File: src/rtl/mlfs_pkg.sv
// Package for the multilevel feedback scheduler.
// Types, constants and codes shared by the interfaces, controller and datapath.
package mlfs_pkg;
   localparam int MaxProcs = 16;
   localparam int PtrW = $clog2(MaxProcs);
   localparam int CntW = $clog2(MaxProcs + 1);

   localparam logic [4:0] IdleCode = 5'h1F;
   localparam logic [15:0] ResetQuantum0 = 16'd10;
   localparam logic [15:0] ResetQuantum1 = 16'd15;
   localparam logic [15:0] ResetIoTime = 16'd20;

   localparam logic [1:0] CsrQuantum0 = 2'd0;
   localparam logic [1:0] CsrQuantum1 = 2'd1;
   localparam logic [1:0] CsrIoTime = 2'd2;

   localparam logic [1:0] QLevel0 = 2'd0;
   localparam logic [1:0] QLevel1 = 2'd1;
   localparam logic [1:0] QLevel2 = 2'd2;
   localparam logic [1:0] QIo = 2'd3;

   typedef struct packed {
      logic [3:0] id;
      logic [15:0] burst;
      logic [15:0] remain;
      logic [7:0] ops;
      logic [15:0] cnt;
   } rec_type;

   typedef struct packed {
      logic mode;
      logic [3:0] proc_id;
      logic [15:0] burst;
      logic [7:0] io_ops;
   } req_type;

   typedef struct packed {
      logic [31:0] time_now;
      logic [4:0] run_id;
      logic segment_start;
      logic all_done;
      logic admit_rejected;
   } rsp_type;

   typedef enum logic [2:0] {
      ST_IDLE, ST_IO_READ, ST_IO_EXEC, ST_CPU_READ, ST_CPU_EXEC, ST_RESPOND
   } state_type;

   // Controller to datapath.
   typedef struct packed {
      logic capture;
      logic do_admit;
      logic io_read;
      logic io_exec;
      logic cpu_read;
      logic cpu_exec;
      logic send;
   } cmd_type;

   // Datapath to controller.
   typedef struct packed {
      logic is_tick;
      logic all_empty;
      logic io_nonempty;
      logic rsp_busy;
   } status_type;
endpackage

File: src/rtl/mlfs_ctrl.sv
// Controller of the scheduler: sequences admit and tick through the datapath.
// Depends on mlfs_pkg.
module mlfs_ctrl (
   input logic clock,
   input logic reset,
   input logic req_valid,
   output logic req_ready,
   input mlfs_pkg::status_type status,
   output mlfs_pkg::cmd_type cmd
);
   import mlfs_pkg::*;

   state_type state_ff, state_in;

   always_ff @(posedge clock) begin
      if (reset) begin
         state_ff <= ST_IDLE;
      end else begin
         state_ff <= state_in;
      end
   end

   always_comb begin
      state_in = state_ff;
      unique case (state_ff)
         ST_IDLE: begin
            if (req_valid) state_in = ST_IO_READ;
         end
         ST_IO_READ: begin
            if (!status.is_tick || status.all_empty) state_in = ST_RESPOND;
            else if (status.io_nonempty) state_in = ST_IO_EXEC;
            else state_in = ST_CPU_READ;
         end
         ST_IO_EXEC: state_in = ST_CPU_READ;
         ST_CPU_READ: state_in = ST_CPU_EXEC;
         ST_CPU_EXEC: state_in = ST_RESPOND;
         ST_RESPOND: begin
            if (!status.rsp_busy) state_in = ST_IDLE;
         end
         default: state_in = ST_IDLE;
      endcase
   end

   always_comb begin
      cmd = '0;
      req_ready = 1'b0;
      unique case (state_ff)
         ST_IDLE: begin
            req_ready = 1'b1;
            cmd.capture = req_valid;
         end
         ST_IO_READ: begin
            cmd.io_read = 1'b1;
            cmd.do_admit = !status.is_tick;
         end
         ST_IO_EXEC: cmd.io_exec = 1'b1;
         ST_CPU_READ: cmd.cpu_read = 1'b1;
         ST_CPU_EXEC: cmd.cpu_exec = 1'b1;
         ST_RESPOND: cmd.send = !status.rsp_busy;
         default: cmd = '0;
      endcase
   end
endmodule

File: config.mk
export PLATFORM = sky130hd
export DESIGN_NAME = mlfs_ctrl
export DESIGN_NICKNAME = d
export VERILOG_FILES = /design/src/rtl/mlfs_pkg.sv /design/src/rtl/mlfs_ctrl.sv
export SDC_FILE = /design/constraint.sdc
export NUM_CORES = 1
export LEC_CHECK = 0
export ABC_CLOCK_PERIOD_IN_PS = 1300
export BUFFER_PORTS_ARGS = -buffer_cell sky130_fd_sc_hd__buf_2
export CAP_MARGIN = 10
export CORE_AREA = 4 4 41 43
export DETAILED_ROUTE_END_ITERATION = 10
export DIE_AREA = 0 0 45 47
export SLEW_MARGIN = 20
export SYNTH_ARGS = -nofsm -noshare
export SYNTH_HDL_FRONTEND = slang
export SYNTH_SLANG_ARGS = --single-unit
File: constraint.sdc
create_clock -name clock -period 1.3 [get_ports clock]
set_input_delay 0 -clock clock [delete_from_list [all_inputs] [get_ports clock]]
set_output_delay 0 -clock clock [all_outputs]
set_load 0.05 [all_outputs]
# [Word level (Yosys, flattened, before mapping)]
# Index checks and enable logic that the tools add are counted.
# Widths: inputs -> output; s select.
[word_totals] reg_bits=3 in_bits=7 output_inout_bits=8
[classes] n_eq_ne=7 muxes=12 reduce_logical=5
[op_table] operator="$pmux 3 s6" count=1
[op_table] operator="$mux 3" count=3
[op_table] operator="$mux 1" count=7
[op_table] operator="$eq 3x2->1 const B" count=2
[op_table] operator="$eq 3x3->1 const B" count=2
[op_table] operator="$ne 2x2->1 const B" count=2
[op_table] operator="$eq 3x1->1 const B" count=1
[op_table] operator="$logic_not 3->1" count=1
[op_table] operator="$logic_not 1->1" count=2
[op_table] operator="$mux 2" count=1
[op_table] operator="$reduce_and 2->1" count=1
[op_table] operator="$logic_or 1x1->1" count=1

# [Logic depth before layout (Yosys ltp)]
# Gate-level depths: netlist (run 1).
[depth] word_depth=4 depth_mapped=5

# [Worst setup path before layout (run 1)]
# No wires, ideal clock.
[synth_path] path_kind="reg2out" start="register state_ff[0]" end="output cmd[5] (netlist bit)" t_arrival_ps=2295 required_time_ps=1300 path_slack_ps=-995 stages_incl_launch_ff=4 path_cell_list="dfxtp_1 -> buf_4 -> nor3b_1 -> and2_1"
[synth_rtl] item="start: declaration" line_no="mlfs_ctrl.sv:13" text="state_type state_ff, state_in;"
[synth_rtl] item="start signal: assignment" line_no="mlfs_ctrl.sv:19" text="state_ff <= state_in;"
[synth_rtl] item="end: declaration" line_no="mlfs_ctrl.sv:9" text="output mlfs_pkg::cmd_type cmd"

==> impl_results.md, run 1 <==
* Status: complete, no violations
* Initial Utilization at 17.9%
* Core footprint at 0.00130 mm^2
* Initial antenna violation count at 0
* Die height at 47 um
* Biggest register: state_ff
* Die ar. at 0.00212 mm^2
* Nets at 59
* Fin crit share at 95.2%
* Total number of vias at 289
* Sw frac at 42.6%
* Clock root cell: clkbuf_4
* Worst path cell trace: buf_4 -> nor3b_4 -> and2_4 -> buf_8
* Slowest cell on the critical path: dfxtp_1
* Worst EP arrival at 1.24 ns
* Finished Cell Area at 450 um^2
* Worst EP required at 1.30 ns
* Yosys Warn Count at 0
* R2R setup slack at 0.16 ns
* Max incr delay on CP at 0.34 ns
* Hold Crit Class: in -> reg
* Clock transition at path regs at 0.04 ns
* GRT Overall Usage at 7.90%
* Skew final at 0.000294 ns
* Logic pwr share at 49.4%
* First-pass DRT Iterations at 2
* RSZ-0062 raised after global routing: yes
* Post-CTS setup buffers at 0
* 1st-iter DRT viols at 3
* Post-DP Area at 394 um^2
* DR WL/cell at 10.3 um
* Max clock buf depth at 2
* Setup crit start kind: flop
* Largest net degree at the start of global routing at 13
* Slew Limit Fails at 0
* Number of global-route vias before repair at 288
* Setup TNS Final at 0 ns
* Syn Nets at 37
* Post-synthesis sequential area ratio at 25.8%
* Max cap viols at 0
* Die width at 45 um
* Total CTS buffers at 3
* Pwr/cell area at 1290 mW/mm^2
* Least-Margin Pin Slew at 0.406 ns
* Buffers on Ports at 14
* Endpoints failing hold at 0
* Final hold slack at 0.103 ns
* Cell variety after synth at 17
* Seq pwr share at 22.8%
* CTS sink count at 3
* Clk_lat worst skew at 0.23 ns
* Crit-path max FO at 4
* Rows at 13
* Clock power frac at 27.9%
* DRT Wirelength at 679 um
* Global route overflow at 0
* WS Path Type: reg -> out
* Max reg flops at 3
* Final setup fails at 0
* Post-route DRC at 0
* Antenna viol nets, final at 0
* First-pass GRT wire length at 1.17 mm
* F_max at 0.808 GHz
* Synth Register Bits at 3
* Cell Area, Synth at 233 um^2
* GPL Wtd Cong at 0.717
* Cell Int Power at 334 uW
* Lkg Pwr at 0.000216 uW
* Io pins at 15
* Main area contributors after synthesis: dfxtp_1 (26%), a21oi_1 (6.5%), nor3_1 (6.5%), buf_4 (6.5%), nor3b_1 (6.5%)
* Relative slew slack at 72.6%
* Non-filler cells, final at 66
* Antenna Cells at 0
* Share of post-route cells with drive strength above 1 at 62.7%
* Biggest regs: state_ff (3)
* DP HPWL at 542 um
* CTS tree: done
* Htree depth at 1
* Area leader, netlist: dfxtp_1
* Inst Count DP at 61
* Min Tclk post-route at 1.24 ns
* Layout Area Growth over Synthesis at 93.5%
* Total net switching power at 248 uW
* Vias/cell at 4.38
* Peak supply drop at 0.505 mV
* Synth Instances at 30
* Critical Path End Type: output pin
* Post-synth top area share at 25.8%
* Avg Cell Area, Syn at 7.76 um^2
## through the flow
step | total power, uW | worst slack [ns] | utilization, %
after CTS | 584 | 0.00749 | 33.5
final | 583 | 0.0623 | 34.6
after detailed placement | 405 | 0.178 | 30.3
after global placement | 402 | 0.181 | 30.3
after floorplan | 347 | -0.214 | -
after global routing | 624 | -0.00915 | 34.6
## routing by layer
layer	track usage (%)	wire, um	vias up
met5	0	0	-
met4	7.02	0	0
met3	2.30	52	0
met2	10.7	303	10
met1	10.0	323	129
li1	-	-	150
## cells by family (layout without fill, tap and decap cells)
| logic type | count (synthesis) | after routing | share of synthesized area, % |
|---|---|---|---|
| AND/OR/NAND/NOR | 15 | 15 | 40.9 |
| buffers and inverters | 5 | 26 | 11.3 |
| flip-flops | 3 | 3 | 25.8 |
| AO/OA/AOI/OAI | 7 | 7 | 22.0 |
## cells in the mapped netlist
cell type	instances
o311ai_0	1
a21oi_1	3
inv_1	3
nor3_1	3
nor2b_4	1
a211o_1	1
nand4b_1	1
dfxtp_1	3
nor3b_1	2
a21oi_2	1
buf_4	2
and3_1	1
nor4b_1	1
and2_1	2
nand2_1	1
a221o_1	1
nor2_1	3
## path summary, 6_finish.rpt
check / startpoint / end / cells past startpoint
max: state_ff[2]$_SDFFE_PP0P_ / cmd[5] / 4
min: status[0] / state_ff[0]$_SDFFE_PP0P_ / 3
max reg2reg: state_ff[1]$_SDFFE_PP0P_ / state_ff[0]$_SDFFE_PP0P_ / 3
min reg2reg: state_ff[0]$_SDFFE_PP0P_ / state_ff[0]$_SDFFE_PP0P_ / 2
## area by class of cell
cell class	count	area, um^2
Timing Repair Buffer	19	125
Tap cell	15	18.8
Inverter	3	11.3
Fill cell	146	851
Multi-Input combinational cell	22	205
Clock buffer	4	26.3
Sequential cell	3	63.8
## layout by cell type (no fill, tap or decap), drive strengths merged
cell type / instances
buf: 18
a21oi: 4
clkbuf: 4
nor2: 3
inv: 3
dfxtp: 3
nor3: 3
nor3b: 2
and2: 2
and3: 1
nor4b: 1
o311ai: 1
nand2: 1
nand4b: 1
nor2b: 1
a211o: 1
a221o: 1
dlygate4sd3: 1
## what timing repair did
action,CTS,global route
pin swaps,0,1
endpoints found under the setup margin,1,3
resized for setup,2,8
cloned,0,0
hold buffers,1,0
endpoints found under the hold margin,3,0
## worst max-delay path: cells and delay by family (launching register included)
kind / cells / cell delay, ns
simple gates: 2 / 0.36
flops: 1 / 0.34
buf+inv: 2 / 0.30
## power groups by stage
stage	Clock, uW	Sequential [uW]	Combinational [uW]
after floorplan	0	123	224
after global placement	0	131	271
after detailed placement	0	133	271
after CTS	173	133	277
after global routing	178	138	309
final	162	133	288
(Power assumes the default switching activity.)
==> run 2: changes to the inputs <==
Settings changed: RECOVER_POWER set to 25.
==> impl_results.md, run 2 (synthesized netlist as in run 1, its figures left out) <==
* Lkg Pwr at 0.000215 uW (-0.34%)
* Antenna viol nets, final at 0 (unchanged)
* Biggest regs: state_ff (3)
* Worst setup margin at 0.0623 ns (unchanged)
* Buffers on Ports at 14 (unchanged)
* Slew Limit Fails at 0 (unchanged)
* Total CTS buffers at 3 (unchanged)
* Worst slack, placed at 0.178 ns (unchanged)
* Max cap viols at 0 (unchanged)
* Die ar. at 0.00212 mm^2 (unchanged)
* Global route overflow at 0 (unchanged)
* Final setup fails at 0 (unchanged)
* Status: complete, no violations
* Post-DP Area at 394 um^2 (unchanged)
* Endpoints failing hold at 0 (unchanged)
* Post-route DRC at 0 (unchanged)
* Nets at 59 (unchanged)
* DR WL/cell at 10.3 um (unchanged)
* Clock transition at path regs at 0.04 ns (about the same)
* Die height at 47 um (unchanged)
* Skew final at 0.000294 ns (unchanged)
* Core footprint at 0.00130 mm^2 (unchanged)
* Number of global-route vias before repair at 288 (unchanged)
* Vias/cell at 4.38 (unchanged)
* Max clock buf depth at 2 (unchanged)
* CTS tree: done
* DP HPWL at 542 um (unchanged)
* Worst EP required at 1.30 ns (about the same)
* Most frequent cells in the layout: buf_2 (10), buf_4 (6), a21oi_1 (3), nor2_1 (3), clkbuf_4 (3)
* Die width at 45 um (unchanged)
* Biggest register: state_ff
* Total number of vias at 289 (unchanged)
* Setup crit start kind: flop
* Finished Cell Area at 450 um^2 (unchanged)
* Post-CTS setup buffers at 0 (unchanged)
* CTS sink count at 3 (unchanged)
* DRT Wirelength at 679 um (unchanged)
* Max reg flops at 3 (unchanged)
* Peak supply drop at 0.505 mV (about the same)
* GRT Overall Usage at 7.90% (unchanged)
* GPL Wtd Cong at 0.717 (unchanged)
* Crit-path max FO at 4 (unchanged)
* Commonest non-fill, non-tap cell in the layout: buf_2
* F_max at 0.808 GHz (unchanged)
* Htree depth at 1 (unchanged)
* RSZ-0062 raised after global routing: yes
* Pwr/cell area at 1290 mW/mm^2 (about the same)
* Layout Area Growth over Synthesis at 93.5% (unchanged)
* Relative slew slack at 72.6% (unchanged)
* Initial Utilization at 17.9% (unchanged)
* Io pins at 15 (unchanged)
* Least-Margin Pin Slew at 0.406 ns (unchanged)
* Share of post-route cells with drive strength above 1 at 62.7% (unchanged)
* First-pass GRT wire length at 1.17 mm (unchanged)
* Min Tclk post-route at 1.24 ns (unchanged)
* Worst EP arrival at 1.24 ns (about the same)
* Initial antenna violation count at 0 (unchanged)
* Clock root cell: clkbuf_4
* Post-layout util at 34.6% (unchanged)
* Fin crit share at 95.2% (unchanged)
* Antenna Cells at 0 (unchanged)
* Clk_lat worst skew at 0.23 ns (about the same)
* Critical Path End Type: output pin
* First-pass DRT Iterations at 2 (unchanged)
* Rows at 13 (unchanged)
* Hold Crit Class: in -> reg
* 1st-iter DRT viols at 3 (unchanged)
* WS Path Type: reg -> out
* Largest net degree at the start of global routing at 13 (unchanged)
run 2: cell types whose count changed in the layout (fill, tap and decap cells not counted), sizes merged:
cell	change
buf	-1
clkbuf	+1
run 2: critical path: stages, from the launching register on:
cell and delay, ns:
dfxtp_1 0.34, buf_4 0.17, nor3b_4 0.19, and2_4 0.17
buf_8 0.13
run 2: cell type report:
type	count	area [um^2]
tap	15	18.8
timing repair buffer	19	125
clock buffer	4	26.3
fill	146	851
sequential	3	63.8
inverter	3	11.3
multi-input combinational	22	205
run 2: report_power, final:
part | switching (uW) | internal (uW) | total (uW)
clock network | 47.4 | 115 | 162
logic | 174 | 114 | 288
registers | 26.8 | 106 | 133
total | 248 | 334 | 583
run 2: per-layer routing:
layer | global-route usage (%) | part of all wire [%] | up-vias
met2 | 10.7 | 45 | 10
met5 | 0 | 0 | -
met3 | 2.30 | 7.5 | 0
met4 | 7.02 | 0 | 0
met1 | 10.0 | 48 | 129
li1 | - | - | 150
run 2: timing repair:
action | CTS | global route
hold buffers | 1 | 0
pin swaps | 0 | 1
gates resized for setup | 2 | 8
endpoints found under the hold margin | 3 | 0
endpoints found under the setup margin | 1 | 3
run 2: stage by stage:
stage / power (uW) / hold slack [ns] / setup TNS, ns / instances
after floorplan: 347 / 0.0551 / -0.293 / 30
after global placement: 402 / 0.186 / 0 / 61
after detailed placement: 405 / 0.187 / 0 / 61
after CTS: 584 / 0.0910 / 0 / 66
after global routing: 624 / 0.132 / -0.00915 / 66
final: 583 / 0.103 / 0 / 66
run 2: final timing paths:
path,from,to,slack (ns),cells past startpoint
setup / recovery,state_ff[2]$_SDFFE_PP0P_,cmd[5],0.06,4
hold / removal,status[0],state_ff[0]$_SDFFE_PP0P_,0.10,3
setup reg to reg,state_ff[1]$_SDFFE_PP0P_,state_ff[0]$_SDFFE_PP0P_,0.16,3
hold reg to reg,state_ff[0]$_SDFFE_PP0P_,state_ff[0]$_SDFFE_PP0P_,0.61,2
